[config.mk]
export PLATFORM = sky130hd
export DESIGN_NAME = rlu_queue
export DESIGN_NICKNAME = d
export VERILOG_FILES = /design/src/rlu_pkg.sv /design/src/rlu_queue.sv
export SDC_FILE = /design/constraint.sdc
export NUM_CORES = 1
export LEC_CHECK = 0
export BUFFER_PORTS_ARGS = -buffer_cell sky130_fd_sc_hd__buf_2
export CAP_MARGIN = 10
export CORE_MARGIN = 4
export CORE_UTILIZATION = 61
export DETAILED_ROUTE_END_ITERATION = 8
export PLACE_DENSITY = 0.9
export SYNTH_ARGS = -nofsm -noshare
export SYNTH_HDL_FRONTEND = slang
export SYNTH_SLANG_ARGS = --single-unit
[constraint.sdc]
create_clock -name clk_i -period 6.62 [get_ports clk_i]
set_input_delay 1.986 -clock clk_i [delete_from_list [all_inputs] [get_ports clk_i]]
set_output_delay 1.986 -clock clk_i [all_outputs]
set_load 0.005 [all_outputs]
[src/rlu_pkg.sv]
// ----------------------------------------------------------------------------
// rlu_pkg: shared types and constants of the radial lens undistort remap
// Frame store geometry, register indexes, item and config structs.
// ----------------------------------------------------------------------------
`default_nettype none

package rlu_pkg;

  // frame store geometry
  localparam int MAX_WIDTH   = 64;
  localparam int MAX_HEIGHT  = 64;
  localparam int STORE_DEPTH = MAX_WIDTH * MAX_HEIGHT;
  localparam int ADDR_W      = $clog2(STORE_DEPTH);
  localparam int COL_W       = $clog2(MAX_WIDTH);
  localparam int ROW_W       = $clog2(MAX_HEIGHT);

  // field widths
  localparam int PIX_W  = 6;
  localparam int CH_W   = 8;
  localparam int RGB_W  = 3 * CH_W;
  localparam int COEF_W = 32;
  localparam int CEN_W  = 14;
  localparam int DIM_W  = 7;
  localparam int D_W    = CEN_W + 1;   // signed offset from principal point

  // configuration port
  localparam int CFG_IDX_W  = 3;
  localparam int CFG_DATA_W = COEF_W;
  localparam logic [CFG_IDX_W-1:0] REG_K1         = 3'd0;
  localparam logic [CFG_IDX_W-1:0] REG_K2         = 3'd1;
  localparam logic [CFG_IDX_W-1:0] REG_CENTER_COL = 3'd2;
  localparam logic [CFG_IDX_W-1:0] REG_CENTER_ROW = 3'd3;
  localparam logic [CFG_IDX_W-1:0] REG_WIDTH      = 3'd4;
  localparam logic [CFG_IDX_W-1:0] REG_HEIGHT     = 3'd5;

  localparam logic [CEN_W-1:0] RST_CENTER = 14'd512;
  localparam logic [DIM_W-1:0] RST_DIM    = 7'd64;

  // queue and back pipeline
  localparam int QUEUE_DEPTH = 4;
  localparam int QPTR_W      = $clog2(QUEUE_DEPTH);
  localparam int NSTG        = 8;

  typedef enum logic {
    CMD_STORE = 1'b0,
    CMD_REMAP = 1'b1
  } cmd_e;

  typedef struct packed {
    logic signed [COEF_W-1:0] k1;
    logic signed [COEF_W-1:0] k2;
    logic [CEN_W-1:0]         center_col;
    logic [CEN_W-1:0]         center_row;
    logic [DIM_W-1:0]         image_width;
    logic [DIM_W-1:0]         image_height;
  } cfg_t;

  typedef struct packed {
    cmd_e                  op;
    logic [ADDR_W-1:0]     waddr;
    logic [RGB_W-1:0]      rgb;
    logic signed [D_W-1:0] du;
    logic signed [D_W-1:0] dv;
  } item_t;

endpackage

`default_nettype wire

[src/rlu_queue.sv]
// ----------------------------------------------------------------------------
// rlu_queue: short item queue
// Register-based FIFO between the classifier and the remap pipeline.
// ----------------------------------------------------------------------------
`default_nettype none

module rlu_queue
  import rlu_pkg::*;
(
  input  logic  clk_i,
  input  logic  rst_ni,
  input  logic  push_i,
  output logic  not_full_o,
  input  item_t item_i,
  output logic  not_empty_o,
  input  logic  pop_i,
  output item_t item_o
);

  item_t              slot_q [QUEUE_DEPTH];
  logic [QPTR_W-1:0]  wptr_q, wptr_d;
  logic [QPTR_W-1:0]  rptr_q, rptr_d;
  logic [QPTR_W:0]    cnt_q, cnt_d;
  logic               do_push, do_pop;

  assign not_full_o  = cnt_q != (QPTR_W+1)'(QUEUE_DEPTH);
  assign not_empty_o = cnt_q != '0;
  assign do_push     = push_i && not_full_o;
  assign do_pop      = pop_i && not_empty_o;
  assign item_o      = slot_q[rptr_q];

  always_comb begin
    wptr_d = do_push ? QPTR_W'(wptr_q + 1'b1) : wptr_q;
    rptr_d = do_pop  ? QPTR_W'(rptr_q + 1'b1) : rptr_q;
    cnt_d  = cnt_q;
    if (do_push && !do_pop) begin
      cnt_d = cnt_q + 1'b1;
    end else if (do_pop && !do_push) begin
      cnt_d = cnt_q - 1'b1;
    end
  end

  always_ff @(posedge clk_i or negedge rst_ni) begin
    if (!rst_ni) begin
      wptr_q <= '0;
      rptr_q <= '0;
      cnt_q  <= '0;
    end else begin
      wptr_q <= wptr_d;
      rptr_q <= rptr_d;
      cnt_q  <= cnt_d;
    end
  end

  always_ff @(posedge clk_i) begin
    if (do_push) begin
      slot_q[wptr_q] <= item_i;
    end
  end

endmodule

`default_nettype wire

==> run_results.csv <==
group,metric,value,unit
run_status,status,"finished clean",
cells_and_area,fillers,882,
critical_path,crit_path_end_kind,"output pin",
cells_and_area,drive_above_1_share,0.4478,
synth,yosysWarnings,0,
timing,fmax,0.2229,GHz
clock_tree,cts_setup_buffers,0,
critical_path,worstPathArrival,2.50,ns
placed_design,post_dp_cell_area,0.01096,mm^2
global_routing,grt-ovfl-total,0,
clock_tree,root_buffer,"clkbuf_16",
synth,synth.avg_cell_area,26.13,um^2
timing,min_period,4.486,ns
hold_path,min_delay_path_depth,1,
power,power_leakage,4.009,nW
route,drcViolationCount,0,
timing,finalSetupViolations,0,
synth,ys_seq_elements,275,
power,peakVddDrop,0.3076,mV
route,first_iter_violations,313,
critical_path,startpoint_type,"register",
synth,synth-seq-area-share,0.8153,
timing,fin_tns_setup,0,ns
hold_path,holdPathEnd,"cnt_q[0]",
clock_tree,cts_resized,0,
timing,grt_setup_unrepaired,"false",
floorplanning,dieHeight,136.6,um
global_routing,grt_use_total,0.2010,
route,routed_wl,18000,um
critical_path,path_class,"register to output pin",
cells_and_area,final_util,0.7310,
synth,ys_types,20,
timing,skew,0.008187,ns
placed_design,io_buffers,139,
power,p_per_area,439.7,mW/mm^2
clock_tree,path_clk_slew,0.06,ns
timing,worst-slew-pin-transition,1.044,ns
critical_path,ff2ff_path_depth,3,
timing,holdWs,0.5588,ns
floorplanning,rows,46,
critical_path,reg2reg_slack,4.37,ns
timing,slew_headroom,0.3038,
floorplanning,coreArea,0.01606,mm^2
power,power,5.162,mW
global_routing,grt_pass1_vias,5078,
placed_design,hpwl,10420,um
critical_path,crit_fanout,32,
cells_and_area,antennaDiodeCount,0,
route,antenna_left,0,
clock_tree,clock-sinks,275,
hold_path,hp-start,"cnt_q[0]",
hold_path,hp-class,"register to register",
global_routing,grt_pass1_wl,28090,um
route,wl_per_cell,23.32,um
synth,synth_area,0.01009,mm^2
timing,finalHoldViolCount,0,
synth,synth_nets,463,
clock_tree,cts-htree-levels,1,
route,avgViaCountPerCell,5.841,
clock_tree,tritoncts,"built",
timing,fin_crit_sh,0.6777,
clock_tree,insertion_delay,0.51,ns
clock_tree,cts_inserted_buffers,27,
cells_and_area,synthToLayoutAreaGrowth,16.39,%
route,vias,4509,
global_routing,grt_max_degree,69,
flow_run,drv_cap,0,
route,firstDrtPassIters,5,
clock_tree,hold_buffers,0,
critical_path,r2r-start,"cnt_q[0]",
floorplanning,initial_core_util,0.6281,
placed_design,gp_congestion,0.7378,
floorplanning,die_w,136.6,um
cells_and_area,finish.instance_area,0.01174,mm^2
critical_path,worstReg2RegEnd,"slot_q[3][65]",
global_routing,antenna_found_initial,3,
critical_path,cp.required,4.63,ns
timing,maxSlewViolCount,0,
floorplanning,ios,140,
floorplanning,die_area,0.01866,mm^2
cells_and_area,num-nets-final,617,
clock_tree,clock_path_buffers,3,
synth,synth_cells,386,
cell type report:
cell class | count | area, um^2 | area share
clock buffer | 34 | 701.9 | 0.05980
clock inverter | 11 | 75.07 | 0.006395
inverter | 3 | 11.26 | 0.0009593
multi-input combinational | 92 | 1739 | 0.1482
sequential | 275 | 8230 | 0.7011
tap | 216 | 270.3 | 0.02302
timing repair buffer | 141 | 710.7 | 0.06054
cells by family (layout without fill, tap and decap cells):
group,Yosys count,count (layout),synth area share
compound gates,1,1,0.001116
fa+ha+maj,6,6,0.008188
flops,275,275,0.8153
mux,69,69,0.1518
simple gates,10,10,0.005086
buf+inv,19,189,0.01327
xor+xnor,6,6,0.005210
layer usage:
metal | part of all wire | track usage | vias to the layer above
li1 | - | - | 1958
met1 | 0.37 | 0.2523 | 2319
met2 | 0.53 | 0.3519 | 178
met3 | 0.080 | 0.05037 | 48
met4 | 0.022 | 0.05655 | 6
met5 | 0.0023 | 0 | -
power by group:
group | internal (mW) | total, mW | switching (mW)
combinational | 0.680 | 1.29 | 0.605
clock | 0.780 | 1.36 | 0.577
sequential | 2.31 | 2.52 | 0.206
sequential cells by signal, summed over array words and instances (netlist names):
signal,flops
wptr_q,2
rptr_q,2
cnt_q,3
slot_q,268
per-stage QoR:
stage / std cells / setup slack, ns
after floorplan: 386 / 2.323
after global placement: 727 / 2.592
after detailed placement: 727 / 2.599
after CTS: 772 / 2.046
after global routing: 772 / 1.926
final: 772 / 2.134
cell usage after synthesis:
library cell,instances,share of area
edfxtp_1,268,0.80
mux4_2,67,0.15
dfrtp_1,7,0.017
buf_2,6,0.0030
ha_1,5,0.0062
and2_1,4,0.0025
buf_4,4,0.0030
xnor2_1,4,0.0035
clkbuf_1,3,0.0011
inv_1,3,0.0011
buf_12,2,0.0040
mux2_2,2,0.0022
nand2_1,2,0.00074
nor2_1,2,0.00074
xor2_1,2,0.0017
a21boi_2,1,0.0011
buf_6,1,0.0011
fa_1,1,0.0020
nand3_1,1,0.00050
or3_1,1,0.00062
worst max-delay path, stage by stage, from the launching register on:
cell,delay [ns]
dfrtp_4,0.62
buf_4,0.58
mux4_2,0.59
buf_2,0.15
how the worst max path moves through the flow:
stage / startpoint / endpoint / slack [ns]
finish: rptr_q[0] / item_o[23] / 2.13
global route: rptr_q[0] / item_o[42] / 1.93
CTS: rptr_q[0] / item_o[42] / 2.05
detailed placement: rptr_q[0] / item_o[45] / 2.60
global placement: rptr_q[0] / item_o[26] / 2.59
floorplan: push_i / slot_q[0][0] / 2.32
layout by cell type (no fill, tap or decap), types with 2 or more instances in the layout:
| cell | n |
|---|---|
| inv_1 | 3 |
| dfrtp_4 | 2 |
| clkbuf_1 | 7 |
| buf_4 | 2 |
| clkinv_2 | 3 |
| edfxtp_1 | 268 |
| mux2_2 | 2 |
| clkbuf_16 | 27 |
| dfrtp_1 | 5 |
| ha_1 | 5 |
| xnor2_1 | 4 |
| nor2_1 | 2 |
| and2_4 | 4 |
| nand2_1 | 2 |
| xor2_1 | 2 |
| clkinv_1 | 6 |
| mux4_2 | 67 |
| buf_2 | 139 |
(Power assumes the default switching activity.)
