### src/rlu_pkg.sv
// ----------------------------------------------------------------------------
// rlu_pkg: shared types and constants of the radial lens undistort remap
// Frame store geometry, register indexes, item and config structs.
// ----------------------------------------------------------------------------
`default_nettype none

package rlu_pkg;

  // frame store geometry
  localparam int MAX_WIDTH   = 64;
  localparam int MAX_HEIGHT  = 64;
  localparam int STORE_DEPTH = MAX_WIDTH * MAX_HEIGHT;
  localparam int ADDR_W      = $clog2(STORE_DEPTH);
  localparam int COL_W       = $clog2(MAX_WIDTH);
  localparam int ROW_W       = $clog2(MAX_HEIGHT);

  // field widths
  localparam int PIX_W  = 6;
  localparam int CH_W   = 8;
  localparam int RGB_W  = 3 * CH_W;
  localparam int COEF_W = 32;
  localparam int CEN_W  = 14;
  localparam int DIM_W  = 7;
  localparam int D_W    = CEN_W + 1;   // signed offset from principal point

  // configuration port
  localparam int CFG_IDX_W  = 3;
  localparam int CFG_DATA_W = COEF_W;
  localparam logic [CFG_IDX_W-1:0] REG_K1         = 3'd0;
  localparam logic [CFG_IDX_W-1:0] REG_K2         = 3'd1;
  localparam logic [CFG_IDX_W-1:0] REG_CENTER_COL = 3'd2;
  localparam logic [CFG_IDX_W-1:0] REG_CENTER_ROW = 3'd3;
  localparam logic [CFG_IDX_W-1:0] REG_WIDTH      = 3'd4;
  localparam logic [CFG_IDX_W-1:0] REG_HEIGHT     = 3'd5;

  localparam logic [CEN_W-1:0] RST_CENTER = 14'd512;
  localparam logic [DIM_W-1:0] RST_DIM    = 7'd64;

  // queue and back pipeline
  localparam int QUEUE_DEPTH = 4;
  localparam int QPTR_W      = $clog2(QUEUE_DEPTH);
  localparam int NSTG        = 8;

  typedef enum logic {
    CMD_STORE = 1'b0,
    CMD_REMAP = 1'b1
  } cmd_e;

  typedef struct packed {
    logic signed [COEF_W-1:0] k1;
    logic signed [COEF_W-1:0] k2;
    logic [CEN_W-1:0]         center_col;
    logic [CEN_W-1:0]         center_row;
    logic [DIM_W-1:0]         image_width;
    logic [DIM_W-1:0]         image_height;
  } cfg_t;

  typedef struct packed {
    cmd_e                  op;
    logic [ADDR_W-1:0]     waddr;
    logic [RGB_W-1:0]      rgb;
    logic signed [D_W-1:0] du;
    logic signed [D_W-1:0] dv;
  } item_t;

endpackage

`default_nettype wire

### src/rlu_front.sv
// ----------------------------------------------------------------------------
// rlu_front: input classifier
// Sorts items into stores and remaps, drops stores outside the frame store,
// and forms the store address and the offsets from the principal point.
// ----------------------------------------------------------------------------
`default_nettype none

module rlu_front
  import rlu_pkg::*;
(
  input  cfg_t             cfg_i,
  input  logic             in_valid_i,
  output logic             in_ready_o,
  input  logic             cmd_i,
  input  logic [PIX_W-1:0] pix_col_i,
  input  logic [PIX_W-1:0] pix_row_i,
  input  logic [CH_W-1:0]  in_red_i,
  input  logic [CH_W-1:0]  in_green_i,
  input  logic [CH_W-1:0]  in_blue_i,
  output logic             push_o,
  input  logic             q_ready_i,
  output item_t            item_o
);

  logic in_store;
  logic drop;

  assign in_store = (32'(pix_col_i) < 32'(MAX_WIDTH)) && (32'(pix_row_i) < 32'(MAX_HEIGHT));
  assign drop     = (cmd_e'(cmd_i) == CMD_STORE) && !in_store;

  assign in_ready_o = q_ready_i;
  assign push_o     = in_valid_i && q_ready_i && !drop;

  always_comb begin
    item_o.op    = cmd_e'(cmd_i);
    item_o.waddr = ADDR_W'(ADDR_W'(pix_row_i) * ADDR_W'(MAX_WIDTH) + ADDR_W'(pix_col_i));
    item_o.rgb   = {in_red_i, in_green_i, in_blue_i};
    // offsets in 1/16 pixel
    item_o.du    = $signed(D_W'({pix_col_i, 4'b0000}))
                   - $signed({1'b0, cfg_i.center_col});
    item_o.dv    = $signed(D_W'({pix_row_i, 4'b0000}))
                   - $signed({1'b0, cfg_i.center_row});
  end

endmodule

`default_nettype wire

### config.mk
export PLATFORM = sky130hd
export DESIGN_NAME = rlu_front
export DESIGN_NICKNAME = d
export VERILOG_FILES = /design/src/rlu_pkg.sv /design/src/rlu_front.sv
export SDC_FILE = /design/constraint.sdc
export NUM_CORES = 1
export LEC_CHECK = 0
export BUFFER_PORTS_ARGS = -buffer_cell sky130_fd_sc_hd__buf_2
export CORE_AREA = 2 2 82 84
export DETAILED_ROUTE_END_ITERATION = 10
export DIE_AREA = 0 0 84 86
export MAX_ROUTING_LAYER = met4
export PLACE_DENSITY = 0.71
export SETUP_SLACK_MARGIN = 0.05
export SLEW_MARGIN = 20
export SYNTH_ARGS = -nofsm -noshare
export SYNTH_HDL_FRONTEND = slang
export SYNTH_SLANG_ARGS = --single-unit
### constraint.sdc
create_clock -name vclk -period 5.45
set_input_delay 1.09 -clock vclk [all_inputs]
set_output_delay 1.09 -clock vclk [all_outputs]
set_load 0.01 [all_outputs]
==> impl_metrics.json, run 1 <==
{
  "outcome": "completed",
  "yosys_warnings": 0,
  "drt-vias-per-instance": 4.36,
  "crit_slowest_cell": "a221o_2",
  "critPathLaunchType": "input pin",
  "dieArea_sq_mm": 0.00722,
  "worstSetupPathType": "input pin to output pin",
  "wl_met1_um": 1200,
  "timing.fmax_mhz": 254,
  "worstPathRequired_ns": 4.36,
  "tightest_slew_ns": 0.543,
  "route.met2.wl_um": 1320,
  "dr.pass1.iters": 4,
  "cp_common_cell": "buf_2",
  "rsz0062_at_grt": "false",
  "ant_nets": 0,
  "worstPathCellList": "buf_2 -> inv_1 -> ha_1 -> and4bb_1 -> a221o_2 -> o31ai_2 -> a21oi_1 -> xnor2_1 -> buf_2",
  "initial_utilization": 0.200,
  "power.density_mw_per_mm2": 113,
  "synthSimpleGateAreaFrac": 0.224,
  "critPathCaptureType": "output pin",
  "slew_headroom": 0.635,
  "die_h_um": 86,
  "synthesis.area_sq_mm": 0.00125,
  "cts_setup_buffers": 0,
  "holdPathStages": 0,
  "cts_hold_buf": 0,
  "setup_viol": 0,
  "final-max-slew-violation-count": 0,
  "hold_violations": 0,
  "synth_seq_area_share": 0,
  "core_area_sq_mm": 0.00628,
  "synthCells": 167,
  "clkbuf_count": 0,
  "worstPathMaxFanout": 5,
  "critPathMaxStageDelay_ns": 0.39,
  "syn2layout_area_growth_pct": 18.0,
  "wl_met3_um": 589,
  "grt_usage": 0.0795,
  "syn-num-nets": 326,
  "highest_layer": "met4",
  "fin_tns_setup_ns": 0,
  "period_minus_slack_ns": 3.93,
  "avgRoutedWirePerCell_um": 10.9,
  "gp_congestion": 0.884,
  "synth-compound-area-share": 0.182,
  "rows": 29,
  "timing.final.crit_share": 0.721,
  "layout.area.seq_sq_um": 0,
  "numPortBuffers": 86,
  "synth_top_area_cell": "buf_4",
  "final_util": 0.236,
  "synth_top_family_by_area": "buffers and inverters",
  "arrival_ns": 2.84,
  "wl_um": 3160,
  "grt_pass1_vias": 1086,
  "synth_top_area_share": 0.239,
  "grt_max_degree": 8,
  "dp_hpwl_um": 2850,
  "p_leak_uw": 0.000757,
  "synth_fa_ha_area_frac": 0.140,
  "num_vias": 1265,
  "synthMuxAreaShare": 0,
  "fillerInstances": 705,
  "syn_area_per_cell_sq_um": 7.51,
  "min_path_type": "input pin to output pin",
  "drive_above_1_share": 0.455,
  "drtIter0Drc": 9,
  "yosys.area_share.xor_xnor": 0.161,
  "design.seq.count": 0,
  "grt_first_pass_wirelength_um": 4910,
  "io_pins": 214,
  "grt_overflow": 0,
  "synth_cell_types": 41,
  "route.detailed.drc": 0,
  "ir_drop_mv": 0.0617,
  "cts.repair.resized": 0,
  "antenna_found_initial": 0,
  "fin_nets": 374,
  "die_width_um": 84,
  "synth_area_leaders": "buf_4 24%, ha_1 14%, xnor2_1 13%",
  "diodes": 0,
  "cap_violations": 0
}
[worst max-delay path, delay by kind of cell]
kind | cells | cell delay, ns
buf+inv | 3 | 0.26
fa+ha+maj | 1 | 0.34
simple gates | 1 | 0.22
xor+xnor | 1 | 0.15
compound gates | 3 | 0.78
[placed cells by master, fill, tap and decap left out, drive strengths merged, types with 3 or more instances in the layout]
cell type and count:
o21ai 5, nor3 5, xnor2 19, ha 14, xor2 4, nand2 6, inv 18, nor2 14
o211ai 3, buf 86, a21oi 6
[stage by stage]
| stage | area (sq um) | hold slack [ns] | setup WS [ns] | instances | power (uW) |
|---|---|---|---|---|---|
| 6_report | 1480 | 2.18 | 1.52 | 290 | 167 |
| 5_1_grt | 1480 | 2.18 | 1.35 | 290 | 184 |
| 4_1_cts | 1480 | 2.18 | 1.53 | 290 | 168 |
| 3_5_place_dp | 1480 | 2.18 | 1.53 | 290 | 168 |
| 3_3_place_gp | 1480 | 2.18 | 1.52 | 290 | 165 |
| 2_1_floorplan | 1250 | 2.26 | 1.74 | 167 | 129 |
[cell families after synthesis]
family,Yosys count
buffers and inverters,58
AND/OR/NAND/NOR,46
AO/OA/AOI/OAI,26
XOR/XNOR,23
adder cells (fa/ha/maj),14
[synth_stat cells, types with 2 or more instances]
library cell and n:
a21oi_1 5, and2_1 2, and4bb_1 2, buf_4 40
ha_1 14, inv_1 18, nand2_1 6, nand3_1 2
nand4b_1 2, nor2_1 14, nor3_1 5, nor4_1 2
o211ai_2 2, o21ai_0 3, o21ai_1 2, or4_1 2
xnor2_1 19, xor2_1 4
[power by group]
| part | internal (uW) | switching, uW | leakage, uW |
|---|---|---|---|
| Combinational | 77.5 | 89.9 | 0.000757 |
| Clock | 0 | 0 | 0 |
| Sequential | 0 | 0 | 0 |
| Total | 77.5 | 89.9 | 0.000757 |
[worst paths after layout]
| path | from | to | slack, ns |
|---|---|---|---|
| worst max-delay path | cfg_i[34] | item_o[26] | 1.52 |
| worst min-delay path | in_blue_i[3] | item_o[33] | 2.18 |
[final cells by class]
class	count	area, sq um	area share
inverters	18	67.6	0.0456
multi-input cells	109	887	0.599
well taps	77	96.3	0.0650
repair buffers	86	430	0.291
[layer usage]
metal	vias to the layer above	GRT usage
li1	635	-
met1	527	0.0984
met2	91	0.133
met3	12	0.0202
met4	0	0.0132
met5	-	-
(Power assumes the default switching activity.)
==> run 2, diff against run 1 <==
--- a/config.mk
+++ b/config.mk
@@ -6,9 +6,9 @@
 export NUM_CORES = 1
 export LEC_CHECK = 0
 export BUFFER_PORTS_ARGS = -buffer_cell sky130_fd_sc_hd__buf_2
-export CORE_AREA = 2 2 82 84
+export CORE_AREA = 2 2 84 86
 export DETAILED_ROUTE_END_ITERATION = 10
-export DIE_AREA = 0 0 84 86
+export DIE_AREA = 0 0 86 88
 export MAX_ROUTING_LAYER = met4
 export PLACE_DENSITY = 0.71
 export SETUP_SLACK_MARGIN = 0.05
==> constraint.sdc (replaced) <==
create_clock -name vclk -period 3.4
set_input_delay 0.68 -clock vclk [all_inputs]
set_output_delay 0.68 -clock vclk [all_outputs]
set_load 0.01 [all_outputs]
==> run 2 against run 1 <==
Utilization decreased by 1.2 points. Clock-buffer cell count is the same. Routed wire length is 5.7% lower. Final cell count rose by 1.0%. Largest cell class unchanged. Hold slack worse by 0.82 ns. Final area grew 0.25%. Critical path depth is the same. Sequential cell count is the same. First-iteration DRC count stayed put.
==> impl_metrics.json, run 2 (synthesis results as in run 1) <==
{
  "power_frac_comb": 1.000,
  "design.seq.count": 0,
  "dp_hpwl_um": 2660,
  "cts_hold_buf": 0,
  "dieArea_sq_mm": 0.00757,
  "die_width_um": 86,
  "hold_violations": 0,
  "final_common_cell": "buf_2",
  "cts.repair.resized": 0,
  "route.detailed.drc": 0,
  "io_pins": 214,
  "rows": 30,
  "initial_utilization": 0.189,
  "p_leak_uw": 0.000757,
  "power_frac_seq": 0,
  "antenna_found_initial": 0,
  "cap_violations": 0,
  "final-max-slew-violation-count": 0,
  "fin_nets": 374,
  "fillerInstances": 753,
  "clkbuf_count": 0,
  "drive_above_1_share": 0.455,
  "arrival_ns": 2.48,
  "critPathCaptureType": "output pin",
  "wl_um": 2980,
  "p_sw_uw": 142,
  "mostFrequentLayoutCells": "86 x buf_2, 19 x xnor2_1, 18 x inv_1",
  "hold_end": "item_o[40]",
  "setup_viol": 0,
  "layout.area.seq_sq_um": 0,
  "fin_tns_setup_ns": 0,
  "grt_usage": 0.0687,
  "critPathLaunchType": "input pin",
  "rsz0062_at_grt": "false",
  "p_int_uw": 124,
  "timing.fmax_mhz": 316,
  "outcome": "completed",
  "worstPathMaxFanout": 5,
  "netSwitchingFraction": 0.534,
  "tightest_slew_ns": 0.467,
  "grt_pass1_vias": 1055,
  "core_area_sq_mm": 0.00664,
  "grt_overflow": 0,
  "drt-vias-per-instance": 4.37,
  "ir_drop_mv": 0.0826,
  "numPortBuffers": 86,
  "period_minus_slack_ns": 3.16,
  "power.density_mw_per_mm2": 180,
  "dr.pass1.iters": 4,
  "grt_max_degree": 8,
  "slew_headroom": 0.686,
  "timing.final.crit_share": 0.930,
  "drtIter0Drc": 9,
  "final_util": 0.224,
  "gp_congestion": 0.856,
  "syn2layout_area_growth_pct": 18.3,
  "worstHoldStart": "in_green_i[2]",
  "die_h_um": 88,
  "ant_nets": 0,
  "p_clk_frac": 0,
  "worstPathRequired_ns": 2.72,
  "avgRoutedWirePerCell_um": 10.2,
  "diodes": 0,
  "grt_first_pass_wirelength_um": 4400,
  "worstSetupPathType": "input pin to output pin",
  "min_path_type": "input pin to output pin",
  "holdPathStages": 0,
  "num_vias": 1280,
  "cts_setup_buffers": 0
}
-- run 2: cell counts in the layout (fill, tap and decap cells not counted) --
No cell type changed its count.
-- run 2: metal layers --
layer | vias to the layer above | wire length, um | track usage
li1 | 631 | - | -
met1 | 556 | 1110 | 0.0725
met2 | 89 | 1440 | 0.139
met3 | 4 | 423 | 0.0104
met4 | 0 | 10 | 0.00433
met5 | - | 0 | -
-- run 2: worst max-delay path: stages --
cell and delay (ns):
buf_2 0.07, inv_1 0.03, ha_1 0.35, and4bb_1 0.23, a221o_2 0.39, o31ai_2 0.30, a21oi_1 0.14, xnor2_1 0.15
buf_2 0.15
-- run 2: worst max path at each step --
stage / start / slack, ns / end
6_report: cfg_i[34] / 0.24 / item_o[26]
3_5_place_dp: cfg_i[34] / 0.24 / item_o[26]
5_1_grt: cfg_i[34] / 0.11 / item_o[26]
4_1_cts: cfg_i[34] / 0.24 / item_o[26]
2_1_floorplan: cfg_i[34] / 0.51 / item_o[26]
3_3_place_gp: cfg_i[34] / 0.30 / item_o[26]
-- run 2: power groups by stage --
stage               logic, uW  registers [uW]  clock network, uW
floorplan                 207               0                  0
global placement          264               0                  0
detailed placement        268               0                  0
CTS                       270               0                  0
global route              294               0                  0
finish                    267               0                  0
-- run 2: stage by stage --
| step | area (sq um) | cells | worst slack (ns) | total power [uW] | hold WS [ns] |
|---|---|---|---|---|---|
| 2_1_floorplan | 1250 | 167 | 0.510 | 207 | 1.44 |
| 3_3_place_gp | 1490 | 293 | 0.298 | 264 | 1.36 |
| 3_5_place_dp | 1490 | 293 | 0.239 | 268 | 1.36 |
| 4_1_cts | 1490 | 293 | 0.235 | 270 | 1.36 |
| 5_1_grt | 1490 | 293 | 0.114 | 294 | 1.36 |
| 6_report | 1490 | 293 | 0.239 | 267 | 1.36 |
-- run 2: final cells by class --
class	count	area [sq um]	area share
repair buffers	86	430	0.290
well taps	80	100	0.0674
inverters	18	67.6	0.0455
multi-input cells	109	887	0.597
